## config.mk

```make
export PLATFORM = sky130hd
export DESIGN_NAME = ssfe_falloff
export DESIGN_NICKNAME = d
export VERILOG_FILES = /design/src/rtl/core/ssfe_pkg.sv /design/src/rtl/core/ssfe_falloff.sv
export SDC_FILE = /design/constraint.sdc
export NUM_CORES = 2
export LEC_CHECK = 0
export BUFFER_PORTS_ARGS = -buffer_cell sky130_fd_sc_hd__buf_2
export CAP_MARGIN = 20
export CORE_MARGIN = 2
export CORE_UTILIZATION = 30
export DETAILED_ROUTE_END_ITERATION = 8
export GPL_ROUTABILITY_DRIVEN = 0
export PLACE_DENSITY = 0.54
export SKIP_LAST_GASP = 1
export SLEW_MARGIN = 20
export SYNTH_ARGS = -nofsm -noshare
export SYNTH_HDL_FRONTEND = slang
export SYNTH_SLANG_ARGS = --single-unit
```

## constraint.sdc

```tcl
create_clock -name clk -period 7.09 [get_ports clk]
set_input_delay 1.7725 -clock clk [delete_from_list [all_inputs] [get_ports clk]]
set_output_delay 1.7725 -clock clk [all_outputs]
set_load 0.02 [all_outputs]
```

## src/rtl/core/ssfe_pkg.sv

```systemverilog
package ssfe_pkg;

  // Radius register and its derived squares.
  localparam int RADIUS_W = 15;
  localparam int R2_W     = 2 * RADIUS_W;
  localparam int R4_W     = 2 * R2_W;

  // Quotient widths of the two dividers.
  localparam int DIST_Q_W  = 31;
  localparam int FIELD_Q_W = 17;

  // Output format: unsigned Q0.16.
  localparam int FIELD_W    = 16;
  localparam int FIELD_FRAC = 16;

  // Register stages of the geometry front end and of the falloff stage.
  localparam int GEOM_LAT = 6;
  localparam int FALL_LAT = 2;

  // Accept edge to the edge that takes the result.
  localparam int PIPE_LAT = GEOM_LAT + DIST_Q_W + FALL_LAT + FIELD_Q_W + 1;

  typedef enum logic [2:0] {
    REG_END_A_X = 3'd0,
    REG_END_A_Y = 3'd1,
    REG_END_A_Z = 3'd2,
    REG_END_B_X = 3'd3,
    REG_END_B_Y = 3'd4,
    REG_END_B_Z = 3'd5,
    REG_RADIUS  = 3'd6
  } reg_idx_t;

  typedef struct packed {
    logic perp;
    logic ovf;
  } geom_flags_t;

endpackage

```

## src/rtl/core/ssfe_falloff.sv

```systemverilog
module ssfe_falloff #(
  parameter int EP_W = 36
) (
  input  logic                          clk,
  input  logic                          rst,
  input  logic                          in_valid,
  input  logic [ssfe_pkg::DIST_Q_W-1:0] quot,
  input  ssfe_pkg::geom_flags_t         flags,
  input  logic [EP_W-1:0]               ep,
  input  logic [ssfe_pkg::R2_W-1:0]     r2,
  output logic                          out_valid,
  output logic [ssfe_pkg::R4_W-1:0]     dd_sq,
  output logic                          out_far
);

  localparam int CMPW = (EP_W > ssfe_pkg::R2_W) ? EP_W : ssfe_pkg::R2_W;

  logic [ssfe_pkg::R2_W-1:0] dd;
  logic                      far1;
  logic                      v1;

  // A point outside the radius contributes nothing; otherwise keep r^2 - R2.
  always_ff @(posedge clk) begin
    if (flags.perp) begin
      far1 <= flags.ovf || (quot > ssfe_pkg::DIST_Q_W'(r2));
      dd   <= r2 - quot[ssfe_pkg::R2_W-1:0];
    end else begin
      far1 <= (CMPW'(ep) > CMPW'(r2));
      dd   <= r2 - ssfe_pkg::R2_W'(ep);
    end
    dd_sq   <= ssfe_pkg::R4_W'(dd) * ssfe_pkg::R4_W'(dd);
    out_far <= far1;
  end

  always_ff @(posedge clk) begin
    if (rst) begin
      v1        <= 1'b0;
      out_valid <= 1'b0;
    end else begin
      v1        <= in_valid;
      out_valid <= v1;
    end
  end

endmodule

```

# Yosys cells after proc, flatten, opt, wreduce, memory -nomap -nowiden
# Index checks and enable logic that the tools add are counted.
# totals
regBits,94
elab_cells,14
in_bits,102
# op_classes
n_mul,1
n_lt_le_gt_ge,2
addsub,2
reduce_logical,1
muxes,2
# ops
op,count
30-bit by 30-bit multiplier with 60-bit output,1
30-bit subtractor,2
36-bit by 30-bit greater-than comparator with 1-bit output,1
31-bit by 30-bit greater-than comparator with 1-bit output,1
30-bit 2-to-1 mux,1
1-bit logical OR,1
1-bit 2-to-1 mux,1

# Longest topological paths before layout
# depth
ltp_word,3
ltp_mapped,31
ltp_nobuf,28

# Worst setup path after synthesis
# No wires, ideal clock.
# synth_path
path_kind,reg2reg
from,register dd[11] (netlist bit)
to,register dd_sq[54] (netlist bit)
setup_ps,116
stages_incl_launch_ff,28
setup_slack_ps,-91
t_arrival_ps,7065
synth_period_minus_slack_ps,7181
cell_sequence,dfxtp_1 > clkbuf_1 > clkbuf_1 > nand2_1 > fa_1 > inv_1 > fa_1 > inv_1 > fa_1 > inv_1 > fa_1 > fa_1 > fa_1 > fa_1 > inv_1 > fa_1 > inv_1 > ha_1 > clkbuf_1 > a21oi_1 > o21ai_0 > a21oi_1 > o21ai_0 > o2bb2ai_2 > o2111ai_2 > a21boi_2 > or2_2 > o211a_1
# synth_via
elab_chain_cells,1
# synth_lines
item,line_no,rtl
from (decl),ssfe_falloff.sv:18,logic [ssfe_pkg::R2_W-1:0] dd;
from (signal assigned),ssfe_falloff.sv:26,dd <= r2 - quot[ssfe_pkg::R2_W-1:0];
from (signal assigned),ssfe_falloff.sv:29,dd <= r2 - ssfe_pkg::R2_W'(ep);
30-bit by 30-bit multiplier with 60-bit output,ssfe_falloff.sv:31,dd_sq <= ssfe_pkg::R4_W'(dd) * ssfe_pkg::R4_W'(dd);
to (signal assigned),ssfe_falloff.sv:31,
to (decl),ssfe_falloff.sv:12,"output logic [ssfe_pkg::R4_W-1:0] dd_sq,"
# No other way between the ends.
# A chain may end at the register's enable or synchronous reset.

# Final worst setup path
# Same ends and word-level chain as after synthesis.

==> run metrics <==
status=complete, but fails checks; violated checks=setup timing; initial DRC count=963; Hold Crit Class=reg2reg; average wire per standard cell=~17 um; final net count=around 5000; H-Tree Depth=3; CTS Hold Bufs=0; Port Buffers=162; max-slew headroom at the worst pin=0.3344; Post-Syn Area=0.03082 mm2; ANT nets after route=0; Mean Syn Cell Area=9.281 um2; Syn. warnings=0; die area=about 0.11 mm2; first-pass iteration count of the detailed router=5; RR Startpoint=dd[11]; DP Cell Count=roughly 5200; antenna violations before repair=5; DIE HEIGHT=324.5 um; top cell types by occurrence after synthesis=inv_1 (927), fa_1 (698), ha_1 (347), nand2_1 (258), and2_1 (202); critical path's slowest cell=fa_1; post-synthesis sequential area ratio=0.06041; placed instance area=0.03650 mm2; first-pass GRT wire length=141800 um; Seq cells post-synth=93; fin cells=5233; Async SR Flop Fraction=0; chip width=324.5 um; GR Util All Layers=0.1726; top cell type's share of synthesized area=0.4534; vias in the first global route=25480; most used cell, CP=fa_1; HPWL after DPL=76840 um; number of enable flip-flop cells after synthesis=0; crit path buf inv count=8; Slew Viols, Final=0; CTS Buf Count=9; Worst EP arrival=7.54 ns; Worst Path Max Fanout=5; Root Driver=clkbuf_16; std cell rows=117; RSZ-0062 raised after global routing=true; Area contributors post-synth=fa_1 (45%), ha_1 (14%), inv_1 (11%); CP max stage delay=0.54 ns; max cap viols=0; area grow syn2layout=24.56%; Yosys cell types=73; Starting Density=0.3025; synthesized net count=4468; DRC violation count after routing=0; final WL=88820 um; clock tree sinks=93; fin crit period=7.233 ns; # IOs=164; pin count of the biggest net entering global routing=35; GRT overflow=0; DR vias=23115; reg2reg setup slack=-0.14 ns; most frequent cell after synthesis=inv_1; Final Setup Violations=9; worst slew pin tran=0.9984 ns; clk_lat worst skew=0.42 ns; Fmax achieved=138.3 MHz; utilization after layout=0.3768; fraction of layout cells with a size suffix above 1=0.2242; Top Family by Delay on Critical Path=adder cells; Final Hold Viols=0; CTS tree=done; critical path required time=7.40 ns; Hold Startpoint=far1; core area=0.1019 mm2; Critical Path Start=dd[11]; Setup WS post-layout=-0.1429 ns; Final Cycle Share=1.020; Synth area leader=fa_1; Worst setup EP type=register; critical path class=reg2reg; drt via density=around 4.4; Mapped Cells=3321; total negative slack=-0.6523 ns; Max clock buf depth=2; Setup Skew=0.01826 ns; fin area=0.03839 mm2; Clk pin slew, worst setup/hold paths=0.09 ns; CP Launch Type=register; Most used DFF post-synth=dfxtp_1
flip-flops by register name, summed over array words and instances (netlist names):
register and cells:
dd_sq 59, dd 30, out_far 1, out_valid 1
v1 1, far1 1
worst register-to-register path, cell delays in order, from the launching register on:
cell and delay, ns:
dfxtp_4 0.38, buf_12 0.11, clkbuf_16 0.13, nand2_2 0.08, fa_1 0.53, inv_1 0.05, fa_1 0.49, inv_1 0.05
fa_1 0.48, fa_1 0.50, inv_1 0.05, fa_1 0.46, fa_1 0.54, inv_1 0.04, fa_1 0.50, fa_1 0.42
inv_1 0.12, ha_4 0.22, buf_4 0.15, a31oi_1 0.17, nand3_1 0.16, a21o_1 0.24, nand4_1 0.15, o2bb2ai_4 0.15
o2111ai_4 0.32, a21boi_4 0.13, or2_4 0.28, o211a_1 0.22
cells by family after synthesis:
| kind of cell | after synthesis | share of synthesized area |
|---|---|---|
| mux | 35 | 0.01145 |
| other cells | 1 | 0.0001217 |
| simple gates | 696 | 0.1126 |
| xor+xnor | 98 | 0.02785 |
| fa+ha+maj | 1045 | 0.5942 |
| buf+inv | 1033 | 0.1260 |
| flops | 93 | 0.06041 |
| compound gates | 320 | 0.06735 |
final cells by class:
type	count	area, um2
Timing Repair Buffer	631	4843
Inverter	928	3491
Sequential cell	93	1909
Clock inverter	6	91.34
Fill cell	10510	63500
Clock buffer	10	239.0
Antenna cell	2	5.005
Multi-Input combinational cell	2195	26100
Tap cell	1368	1712
worst paths after layout:
check                           cells after the start        end
worst max-delay path                               27  dd_sq[54]
worst min-delay path                                0    out_far
worst max register to register                     27  dd_sq[54]
worst min register to register                      0    out_far
stage by stage:
step	hold slack, ns	worst slack [ns]
CTS	0.3313	-0.08859
global route	0.3423	-0.3456
floorplan	0.3096	0.0009774
detailed placement	0.3121	-0.6605
global placement	0.3105	-0.6012
finish	0.3311	-0.1429
cells in the final DEF, fill, tap and decap left out, drive strengths merged, types with 3 or more instances in the layout:
cell type,n
a41oi,3
inv,930
nor4,7
nor3,11
a31o,6
a2111oi,3
and2,203
o211ai,5
and3,17
o21a,7
dfxtp,93
o31a,4
nand2b,12
or2,6
clkbuf,12
xnor2,70
nand3,25
a31oi,15
nand2,258
xor2,28
a21boi,3
o21bai,14
a21oi,105
buf,629
ha,347
mux2i,33
and4,3
fa,698
a211oi,10
nor2,90
o21ai,60
a21o,65
or3,5
nor2b,26
nand4,25
routing by layer:
metal | vias to the layer above | part of all wire | track usage
met4 | 0 | 0.022 | 0.03492
met3 | 79 | 0.034 | 0.01972
met5 | - | 0 | 0
met1 | 11631 | 0.45 | 0.2281
li1 | 11016 | - | -
met2 | 389 | 0.50 | 0.3041
what timing repair did:
item / CTS / global route
pin swaps: 70 / 86
gates resized for setup: 155 / 150
gates cloned: 1 / 3
buffers inserted: 17 / 19
endpoints found under the setup margin: 27 / 30
Power is not shown: default switching activity piles up to over one toggle a cycle in this logic, so the estimate is an artifact.
